$ cat src/design/positional_insert_delete_list_top_assert.svh
// assertion macros for the positional insert/delete list
`ifndef POSITIONAL_INSERT_DELETE_LIST_TOP_ASSERT_SVH
`define POSITIONAL_INSERT_DELETE_LIST_TOP_ASSERT_SVH

`ifndef SYNTHESIS

// checked at every rising edge outside reset
`define PIDL_ASSERT(label, clk, rst, prop) \
  label: assert property (@(posedge clk) disable iff (rst) prop) \
    else $error("pidl check failed");

// checked at every rising edge, reset included
`define PIDL_ASSERT_ALWAYS(label, clk, prop) \
  label: assert property (@(posedge clk) prop) \
    else $error("pidl check failed");

`else

`define PIDL_ASSERT(label, clk, rst, prop)
`define PIDL_ASSERT_ALWAYS(label, clk, prop)

`endif

`endif

$ cat src/design/pidl_pkg.sv
package pidl_pkg;

  localparam int DEPTH_DEF      = 16;
  localparam int DATA_WIDTH_DEF = 32;

  localparam int KIND_W   = 2;
  localparam int POS_W    = 5;
  localparam int VALUE_W  = 32;
  localparam int STATUS_W = 2;
  localparam int COUNT_W  = 5;

  // operation codes on the command channel
  localparam logic [KIND_W-1:0] KIND_INSERT = 2'd0;
  localparam logic [KIND_W-1:0] KIND_REMOVE = 2'd1;
  localparam logic [KIND_W-1:0] KIND_READ   = 2'd2;

  typedef enum logic [STATUS_W-1:0] {
    ST_DONE   = 2'd0,
    ST_FULL   = 2'd1,
    ST_BADPOS = 2'd2
  } status_e;

  // what every cell does in a cycle
  typedef enum logic [1:0] {
    CELL_HOLD   = 2'd0,
    CELL_INSERT = 2'd1,
    CELL_REMOVE = 2'd2
  } cell_op_e;

  typedef struct packed {
    logic [KIND_W-1:0]  kind;
    logic [POS_W-1:0]   position;
    logic [VALUE_W-1:0] value;
  } cmd_t;

  typedef struct packed {
    status_e            status;
    logic [VALUE_W-1:0] read_value;
    logic [COUNT_W-1:0] entry_count;
  } rsp_t;

endpackage

$ cat src/design/positional_insert_delete_list_top.sv
// Ordered list of up to DEPTH words held in a row of cells, one word per cell.
// Commands: insert at a position (a position past the end appends), remove at
// a position, read at a position. Every command transfer gives exactly one
// response carrying a status, the word read (zero unless a read succeeded)
// and the entry count after the command. The whole row shifts at once,
// so a command completes in the cycle it is transferred and its response is
// registered for the cycle after. One command is taken per cycle as long as the
// response side keeps up; cmd_stall rises only while a response is held
// waiting (rsp_valid high with rsp_stall high). No clearing pass after reset:
// entries are only ever read below the count.
module positional_insert_delete_list_top #(
  parameter int DEPTH      = pidl_pkg::DEPTH_DEF,
  parameter int DATA_WIDTH = pidl_pkg::DATA_WIDTH_DEF
) (
  input  logic           clk,
  input  logic           rst,
  input  logic           cmd_valid,
  output logic           cmd_stall,
  input  pidl_pkg::cmd_t cmd,
  output logic           rsp_valid,
  input  logic           rsp_stall,
  output pidl_pkg::rsp_t rsp
);
  import pidl_pkg::*;

  // count runs 0..DEPTH
  localparam int CNT_W = $clog2(DEPTH + 1);
  // width for comparing the 5-bit position against the count
  localparam int CMP_W = (CNT_W > POS_W) ? CNT_W : POS_W;
  localparam logic [CNT_W-1:0] FULL_COUNT = CNT_W'(DEPTH);

  logic [CNT_W-1:0] count;
  logic [CNT_W-1:0] count_next;

  logic                  take;
  logic                  full;
  logic                  pos_below;
  logic                  pos_upto;
  logic                  rd_en;
  cell_op_e              cell_op;
  logic [CNT_W-1:0]      cell_pos;
  status_e               status;
  logic [DATA_WIDTH-1:0] ins_value;
  logic [DATA_WIDTH-1:0] rd_word;

  logic [DATA_WIDTH-1:0] cell_data [DEPTH];
  logic [DATA_WIDTH-1:0] cell_rd   [DEPTH];

  // the response register parts the two sides
  assign cmd_stall = rsp_valid && rsp_stall;
  assign take      = cmd_valid && !cmd_stall;

  assign full      = (count == FULL_COUNT);
  assign pos_below = (CMP_W'(cmd.position) <  CMP_W'(count));
  assign pos_upto  = (CMP_W'(cmd.position) <= CMP_W'(count));
  assign ins_value = DATA_WIDTH'(cmd.value);

  // decode one command into the row's shift control
  always_comb begin
    cell_op    = CELL_HOLD;
    cell_pos   = CNT_W'(cmd.position);
    status     = ST_BADPOS;
    count_next = count;
    rd_en      = 1'b0;
    if (take) begin
      unique case (cmd.kind)
        KIND_INSERT: begin
          if (full) begin
            status = ST_FULL;
          end else begin
            cell_op    = CELL_INSERT;
            // past the end means append at the count
            cell_pos   = pos_upto ? CNT_W'(cmd.position) : count;
            count_next = count + 1'b1;
            status     = ST_DONE;
          end
        end
        KIND_REMOVE: begin
          if (pos_below) begin
            cell_op    = CELL_REMOVE;
            count_next = count - 1'b1;
            status     = ST_DONE;
          end
        end
        KIND_READ: begin
          if (pos_below) begin
            rd_en  = 1'b1;
            status = ST_DONE;
          end
        end
        default: status = ST_BADPOS;  // unused kind changes nothing
      endcase
    end
  end

  // row of cells: each takes its left neighbour on insert, right on remove
  for (genvar i = 0; i < DEPTH; i++) begin : g_cell
    logic [DATA_WIDTH-1:0] left_in;
    logic [DATA_WIDTH-1:0] right_in;

    if (i == 0) begin : g_first
      assign left_in = '0;
    end else begin : g_mid_l
      assign left_in = cell_data[i-1];
    end

    if (i == DEPTH - 1) begin : g_last
      assign right_in = '0;
    end else begin : g_mid_r
      assign right_in = cell_data[i+1];
    end

    pidl_cell #(
      .DATA_WIDTH (DATA_WIDTH),
      .CNT_W      (CNT_W),
      .INDEX      (i)
    ) u_cell (
      .clk        (clk),
      .op         (cell_op),
      .pos        (cell_pos),
      .ins_value  (ins_value),
      .from_left  (left_in),
      .from_right (right_in),
      .data       (cell_data[i]),
      .rd_part    (cell_rd[i])
    );
  end

  // only the addressed cell drives non-zero, so an or over the row selects it
  always_comb begin
    rd_word = '0;
    for (int k = 0; k < DEPTH; k++) begin
      rd_word = rd_word | cell_rd[k];
    end
  end

  // control state
  always_ff @(posedge clk) begin
    if (rst) begin
      count     <= '0;
      rsp_valid <= 1'b0;
    end else begin
      count <= count_next;
      if (take) begin
        rsp_valid <= 1'b1;
      end else if (!rsp_stall) begin
        rsp_valid <= 1'b0;
      end
    end
  end

  // response payload, loaded on each command transfer
  always_ff @(posedge clk) begin
    if (take) begin
      rsp.status      <= status;
      rsp.read_value  <= rd_en ? VALUE_W'(rd_word) : '0;
      rsp.entry_count <= COUNT_W'(count_next);
    end
  end

  // checks

  `include "positional_insert_delete_list_top_assert.svh"

  `PIDL_ASSERT(a_count_bound, clk, rst, count <= FULL_COUNT)
  `PIDL_ASSERT(a_insert_grows, clk, rst, cell_op == CELL_INSERT |=> count == $past(count) + 1'b1)
  `PIDL_ASSERT(a_remove_shrinks, clk, rst, cell_op == CELL_REMOVE |=> count == $past(count) - 1'b1)
  `PIDL_ASSERT(a_full_status, clk, rst, (rsp_valid && rsp.status == ST_FULL) |-> full)
  `PIDL_ASSERT_ALWAYS(a_stall_only_holding, clk, cmd_stall |-> rsp_valid)

endmodule

$ cat src/design/pidl_cell.sv
module pidl_cell #(
  parameter int DATA_WIDTH = 32,
  parameter int CNT_W      = 5,
  parameter int INDEX      = 0
) (
  input  logic                   clk,
  input  pidl_pkg::cell_op_e     op,
  input  logic [CNT_W-1:0]       pos,
  input  logic [DATA_WIDTH-1:0]  ins_value,
  input  logic [DATA_WIDTH-1:0]  from_left,
  input  logic [DATA_WIDTH-1:0]  from_right,
  output logic [DATA_WIDTH-1:0]  data,
  output logic [DATA_WIDTH-1:0]  rd_part
);
  import pidl_pkg::*;

  localparam logic [CNT_W-1:0] MY_IDX = CNT_W'(INDEX);

  logic [DATA_WIDTH-1:0] data_next;

  always_comb begin
    data_next = data;
    unique case (op)
      CELL_INSERT: begin
        if (pos == MY_IDX) begin
          data_next = ins_value;
        end else if (MY_IDX > pos) begin
          data_next = from_left;
        end
      end
      CELL_REMOVE: begin
        if (MY_IDX >= pos) begin
          data_next = from_right;
        end
      end
      default: data_next = data;
    endcase
  end

  always_ff @(posedge clk) begin
    data <= data_next;
  end

  // only the addressed cell offers its word to the read tree
  assign rd_part = data & {DATA_WIDTH{pos == MY_IDX}};

endmodule

$ cat config.mk
export PLATFORM = sky130hd
export DESIGN_NAME = positional_insert_delete_list_top
export DESIGN_NICKNAME = d
export VERILOG_FILES = /design/src/design/pidl_pkg.sv /design/src/design/positional_insert_delete_list_top.sv /design/src/design/pidl_cell.sv
export VERILOG_INCLUDE_DIRS = /design/src /design/src/design
export SDC_FILE = /design/constraint.sdc
export NUM_CORES = 1
export LEC_CHECK = 0
export ABC_CLOCK_PERIOD_IN_PS = 13900
export BUFFER_PORTS_ARGS = -buffer_cell sky130_fd_sc_hd__buf_2
export CAP_MARGIN = 40
export CELL_PAD_IN_SITES_DETAIL_PLACEMENT = 0
export CELL_PAD_IN_SITES_GLOBAL_PLACEMENT = 1
export CORE_ASPECT_RATIO = 1.4
export CORE_MARGIN = 3
export CORE_UTILIZATION = 29
export DETAILED_ROUTE_END_ITERATION = 8
export PLACE_DENSITY = 0.49
export SLEW_MARGIN = 20
export SYNTH_ARGS = -nofsm -noshare
export SYNTH_HDL_FRONTEND = slang
export SYNTH_SLANG_ARGS = --single-unit
$ cat constraint.sdc
create_clock -name clk -period 13.9 [get_ports clk]
set_input_delay 2.085 -clock clk [delete_from_list [all_inputs] [get_ports clk]]
set_output_delay 2.085 -clock clk [all_outputs]
set_load 0.01 [all_outputs]
==> After elaboration in Yosys (flattened, before gate mapping) <==
Index checks and enable logic that the tools add are counted.
{ "totals": {"inputBits": 43, "reg_bits": 557, "output_inout_bits": 41, "wordCells": 248} }
{ "op_classes": {"n_mux": 84, "n_reduce_logical": 23, "n_eq_ne": 53, "n_lt_le_gt_ge": 34, "n_bitwise": 31, "add_sub_neg": 2} }
{ "ops": {"columns": ["operator", "count"], "rows": [
  ["$mux W32", 48],
  ["$pmux W32 S2", 16],
  ["$and A32 B32 Y32", 16],
  ["$or A32 B32 Y32", 15],
  ["$ne A3 B1 Y1 const B", 16],
  ["$reduce_and A3 Y1", 16],
  ["$eq A5 B4 Y1 const B", 8],
  ["$ge A4 B5 Y1 const A", 8],
  ["$gt A4 B5 Y1 const A", 8],
  ["$mux W5", 7],
  ["$ne A2 B1 Y1 const B", 17],
  ["$eq A5 B3 Y1 const B", 4],
  ["$ge A3 B5 Y1 const A", 4],
  ["$gt A3 B5 Y1 const A", 4],
  ["$eq A5 B2 Y1 const B", 2],
  ["$ge A1 B5 Y1 const A", 2],
  ["$ge A2 B5 Y1 const A", 2],
  ["$gt A1 B5 Y1 const A", 2],
  ["$gt A2 B5 Y1 const A", 2],
  ["$pmux W5 S2", 1],
  ["$pmux W2 S2", 2],
  ["$mux W1", 7],
  ["$mux W2", 3],
  ["$add A5 B1 Y5 const B", 1],
  ["other kinds (13)", 16]
]} }

==> Longest topological paths before layout <==
{ "depth": {"ltp_word": 22, "depth_mapped": 15, "mapped_depth_nobuf": 10} }

==> Hierarchy <==
A second synthesis with hierarchy kept.
{ "hier_totals": {"hier_cells": 3954, "area_unflattened_um2": 37613.6} }
{ "modules_own_cells": {"columns": ["module", "instances", "area_per_inst_um2", "cells_each", "seq_area_each_um2"], "rows": [
  ["positional_insert_delete_list_top", 1, 3171.8, 332, 1291.2],
  ["pidl_cell at g_cell[10].u_cell", 1, 2218.4, 226, 960.9],
  ["pidl_cell at g_cell[6].u_cell", 1, 2217.1, 227, 960.9],
  ["pidl_cell at g_cell[12].u_cell", 1, 2215.9, 226, 960.9],
  ["pidl_cell at g_cell[13].u_cell", 1, 2215.9, 224, 960.9],
  ["pidl_cell at g_cell[14].u_cell", 1, 2213.4, 227, 960.9],
  ["pidl_cell at g_cell[8].u_cell", 1, 2212.1, 226, 960.9],
  ["pidl_cell at g_cell[0].u_cell", 1, 2207.1, 225, 960.9],
  ["pidl_cell at g_cell[7].u_cell", 1, 2188.3, 228, 960.9],
  ["pidl_cell at g_cell[15].u_cell", 1, 2185.8, 228, 960.9],
  ["pidl_cell at g_cell[11].u_cell", 1, 2109.5, 227, 960.9],
  ["pidl_cell at g_cell[3].u_cell", 1, 2102.0, 229, 960.9],
  ["pidl_cell at g_cell[9].u_cell", 1, 2102.0, 227, 960.9],
  ["pidl_cell at g_cell[5].u_cell", 1, 2088.3, 224, 960.9],
  ["3 more rows", null, null, null, null]
]} }

==> Worst setup path before layout <==
Ideal clock, no wire load.
{ "synth_timing": {"path_type": "input to register", "from": "in cmd[36] (netlist name)", "to": "reg g_cell[10].u_cell.data[0], enable pin", "cell_stages": 13, "n_path_buf": 5, "setup_ns": 0.441, "setup_slack_ns": 7.346, "t_required_ns": 13.459, "arrival_time_ns": 6.114, "cell_sequence": "ha_1 nand4_2 o221a_1 buf_6 buf_2 nand3_1 inv_1 ha_1 clkbuf_1 clkbuf_1 or2_2 buf_1 a31oi_1"} }
{ "synth_via": {"elab_chain_len": 8, "elab_cells_between_ends": 18, "classes_between": "order compare (4); eq/ne (5); mux (7); reduce/logical (2)"} }
{ "synth_rtl": {"columns": ["item", "line", "source"], "rows": [
  ["start, declared", "positional_insert_delete_list_top.sv:19", "input pidl_pkg::cmd_t cmd,"],
  ["$le A5 B5 Y1", "positional_insert_delete_list_top.sv:55", "assign pos_upto = (CMP_W'(cmd.position) <= CMP_W'(count));"],
  ["$mux W5", "positional_insert_delete_list_top.sv:73", "cell_pos = pos_upto ? CNT_W'(cmd.position) : count;"],
  ["$mux W5", "positional_insert_delete_list_top.sv:68", "if (full) begin"],
  ["$mux W5", "positional_insert_delete_list_top.sv:66", "unique case (cmd.kind)"],
  ["$mux W5", "positional_insert_delete_list_top.sv:65", "if (take) begin"],
  ["$gt A4 B5 Y1, or another cell as far along", "pidl_cell.sv:27", "end else if (MY_IDX > pos) begin"],
  ["$ne A3 B1 Y1 (no source line) or $ne A2 B1 Y1 (tied branches)", null, null],
  ["$reduce_and A3 Y1 (no source line) (*)", null, null],
  ["end signal, assigned", "pidl_cell.sv:41", "data <= data_next;"],
  ["end, declared", "pidl_cell.sv:12", "output logic [DATA_WIDTH-1:0] data,"]
]} }
Mark *: on every way between the ends. The rest lies on a longest branch, timed or not.
A chain may end at the register's enable or synchronous reset.

==> Worst setup path after layout <==
{ "layout_timing": {"from": "in rsp_stall", "to": "reg g_cell[2].u_cell.data[7], enable pin"} }
{ "layout_via": {"elab_chain_len": 7, "elab_cells_between_ends": 14, "classes_between": "order compare (2); eq/ne (5); mux (2); reduce/logical (5)"} }
{ "layout_rtl": {"columns": ["item", "line", "source"], "rows": [
  ["start, declared", "positional_insert_delete_list_top.sv:21", "input logic rsp_stall,"],
  ["$logic_and A1 B1 Y1 (*)", "positional_insert_delete_list_top.sv:50", "assign cmd_stall = rsp_valid && rsp_stall;"],
  ["$logic_not A1 Y1 (*)", "positional_insert_delete_list_top.sv:51", "assign take = cmd_valid && !cmd_stall;"],
  ["$logic_and A1 B1 Y1 (*)", "positional_insert_delete_list_top.sv:51", null],
  ["$mux W5 or $mux W2 (tied branches)", "positional_insert_delete_list_top.sv:65", null],
  ["$gt A2 B5 Y1, or another cell as far along", "pidl_cell.sv:27", null],
  ["$ne A3 B1 Y1 (no source line), or another cell as far along", null, null],
  ["$reduce_and A3 Y1 (no source line) (*)", null, null],
  ["end signal, assigned", "pidl_cell.sv:41", null],
  ["end, declared", "pidl_cell.sv:12", null]
]} }
Marked as above.

==> impl_metrics.py <==
metrics = {
    "floorplanning": {
        "die_x_um": 284,
        "floorplan.initialDensity_pct": 29.2,
        "design.portCount": 84,
        "die-area_um2": 112000,
        "die_height_um": 395,
        "core_um2": 107000,
        "fp-row-count": 142,
    },
    "drt": {
        "vias": 24300,
        "drt_iter0_drc": 2439,
        "drc": 0,
        "totalWireLength_um": 130000,
        "ant_nets": 0,
        "dr.pass1.iters": 6,
        "viasPerCell": 5.58,
        "drt-wirelength-per-cell_um": 30.0,
    },
    "outcome": {
        "status": "completed",
    },
    "global_route": {
        "globalRouteTotalUtil_pct": 22.5,
        "gr-total-overflow": 0,
        "grt_pass1_wl_um": 184000,
        "first_global_vias": 24100,
        "antenna_found_initial": 6,
        "grt_max_degree": 269,
    },
    "logic_synthesis": {
        "ff_latch_count_synth": 557,
        "synth_common_cells": "nand2_1, edfxtp_1, mux2i_1",
        "postSynth.topFlopCell": "edfxtp_1",
        "synth.cell_area_um2": 31300,
        "synth_enable_flop_cells": 551,
        "most_common_cell_in_the_netlist": "nand2_1",
        "synth.top_cells.by_area": "edfxtp_1, mux2i_1, nand2_1",
        "syn_area_per_cell_um2": 10.8,
        "synth.top_cell.area_share_pct": 52.9,
        "ys_warn_count": 0,
        "synth.distinct_cells": 66,
        "synthesis.instances": 2905,
        "syn_nets": 2960,
        "synth_area_leader_cell": "edfxtp_1",
        "seq_area_frac_synth_pct": 53.3,
        "async_flop_share_pct": 0,
    },
    "timing": {
        "total_negative_setup_slack_ns": 0,
        "timing.clock.skew_ns": 0.0245,
        "drv_slew": 0,
        "slew-limit-headroom_pct": 13.0,
        "final_period_minus_worst_setup_slack_ns": 6.38,
        "fraction_of_the_cycle_the_final_worst_path_needs_pct": 45.9,
        "setup_repair_after_global_routing_missed_its_margin": "false",
        "fmax_mhz": 157,
        "timing_hold_violations_final": 0,
        "fin_ws_ns": 7.52,
        "transition_time_at_the_pin_with_the_least_slew_margin_ns": 1.30,
        "final-setup-viol-count": 0,
    },
    "clock_tree": {
        "clock_insertion_delay_worst_skew_ns": 0.66,
        "cts_inserted_buffers": 60,
        "cts.clk_slew.worst_paths_ns": 0.06,
        "postCtsSetupBuffers": 0,
        "cts_htree_levels": 2,
        "cts.hold.buffers_added": 0,
        "clockBufferDepth": 3,
        "cts_root_buf": "clkbuf_16",
        "clock_sink_count": 557,
        "cts-resized-gates": 0,
        "tritoncts": "done",
    },
    "worst_setup_path": {
        "timing.rr.end": "g_cell[2].u_cell.data[7]$_DFFE_PP_",
        "launching_element_type_of_the_critical_path": "primary input",
        "rr_worst_depth": 11,
        "cpMaxStageDelayCell": "buf_4",
        "critPathKind": "primary input to flip-flop",
        "worst_path_required_time_ns": 14.17,
        "crit_path_cell_trace": "buf_2 -> a21boi_4 -> buf_4 -> buf_4 -> o2111ai_1 -> nor4_1 -> or2_2 -> buf_4 -> a21oi_1 -> a21oi_4 -> buf_4",
        "critical_path.reg2reg.startpoint": "count[4]$_SDFF_PP0_",
        "critPathCaptureType": "flip-flop",
        "critical_path.startpoint": "rsp_stall",
        "arrival_ns": 6.64,
        "worstPathMaxFanout": 44,
        "crit_top_cell": "buf_4",
        "timing.critical_path.to": "g_cell[2].u_cell.data[7]$_DFFE_PP_",
        "cpPeakStageDelay_ns": 0.69,
        "worst-r2r-setup-slack_ns": 8.61,
    },
    "hold_path": {
        "worstHoldPathType": "flip-flop to flip-flop",
        "hold_start": "g_cell[15].u_cell.data[25]$_SDFFCE_PP0P_",
    },
    "place": {
        "place.detailed.hpwl_um": 75400,
        "port_buffers": 83,
        "gpl.final_weighted_congestion": 0.772,
        "detailedPlace.worstSlack_ns": 6.80,
    },
    "pwr": {
        "power.share.combinational_pct": 10.3,
        "irDropWorstVdd_mv": 0.0910,
        "switching_power_total_w": 0.00114,
        "internal-power_w": 0.00320,
        "clkPwrFrac_pct": 43.1,
        "power.static_leakage_nw": 12.6,
        "netSwitchingFraction_pct": 26.3,
        "power.sequential.fraction_pct": 46.6,
        "p_per_area_nw_per_um2": 121,
    },
    "final_layout": {
        "finalCoreUtilization_pct": 33.3,
        "area_growth_pct": 14.1,
        "finish.net_count": 2912,
        "fraction_of_final_layout_cells_with_drive_strength_greater_than_1_pct": 11.6,
    },
    "flow_run": {
        "cap_violations": 0,
    },
}
[kinds of logic after synthesis]
group           count (synthesis)  share of synthesized area [%]
compound gates                893                           17.8
buf+inv                       290                           4.47
simple gates                  674                           8.65
mux                           479                           15.3
flops                         557                           53.3
fa+ha+maj                      12                          0.480
[metal layers]
metal / share of wire [%] / vias to the layer above / GRT usage [%]
li1: - / 10800 / -
met1: 41 / 12300 / 28.1
met2: 50 / 930 / 40.0
met3: 5.5 / 226 / 2.53
met4: 3.9 / 2 / 7.89
met5: 0.0054 / - / 0
[metrics by stage]
| stage | instance area (um^2) | hold slack [ns] | std cells | power [W] |
|---|---|---|---|---|
| after global routing | 35700 | 0.604 | 4350 | 0.00448 |
| after floorplan | 31300 | 0.526 | 2905 | 0.00228 |
| after global placement | 33000 | 0.546 | 4212 | 0.00249 |
| after detailed placement | 33400 | 0.551 | 4232 | 0.00250 |
| final | 35700 | 0.577 | 4351 | 0.00434 |
| after CTS | 35700 | 0.575 | 4346 | 0.00438 |
[critical path, delay by kind of cell]
| kind | cells | cell delay (ns) |
|---|---|---|
| buf+inv | 5 | 2.49 |
| compound gates | 4 | 1.44 |
| simple gates | 2 | 0.54 |
[registers in the layout, summed over array words and instances (netlist names)]
name,count
g_cell.u_cell.data,512
rsp_valid,1
rsp,39
count,5
[power by group through the flow]
stage                     clock network, W  logic [W]  registers (W)
after floorplan                          0   0.000252        0.00203
after global placement                   0   0.000431        0.00206
after detailed placement                 0   0.000448        0.00206
after CTS                          0.00192   0.000448        0.00202
after global routing               0.00197   0.000479        0.00203
final                              0.00187   0.000448        0.00202
[final cells by class]
class / instances / area [um^2]
timing repair buffer: 165 / 1370
clock inverter: 46 / 646
sequential: 557 / 16700
inverter: 15 / 56.3
clock buffer: 68 / 1570
tap: 1440 / 1800
multi-input combinational: 2058 / 13600
antenna: 2 / 5.00
fill: 10800 / 71400
[layout by cell type (no fill, tap or decap), types with 24 or more instances in the layout]
| cell | n |
|---|---|
| o21ai_1 | 160 |
| clkbuf_16 | 62 |
| edfxtp_1 | 551 |
| a22oi_1 | 68 |
| o21ai_0 | 332 |
| a21oi_1 | 46 |
| a22o_1 | 64 |
| buf_4 | 59 |
| o2bb2ai_1 | 24 |
| o22ai_1 | 32 |
| a211oi_1 | 26 |
| a31oi_1 | 36 |
| nand2_1 | 589 |
| mux2i_1 | 476 |
| buf_2 | 84 |
| a221oi_1 | 60 |
[worst min path at each step]
stage	endpoint	slack, ns	cells after the start
floorplan	g_cell[14].u_cell.data[0]$_DFFE_PP_	0.53	2
global placement	g_cell[14].u_cell.data[29]$_DFFE_PP_	0.55	2
detailed placement	g_cell[14].u_cell.data[25]$_DFFE_PP_	0.55	2
CTS	g_cell[14].u_cell.data[29]$_DFFE_PP_	0.58	2
global route	g_cell[14].u_cell.data[29]$_DFFE_PP_	0.60	2
finish	g_cell[14].u_cell.data[25]$_DFFE_PP_	0.58	2
(Power assumes the default switching activity.)
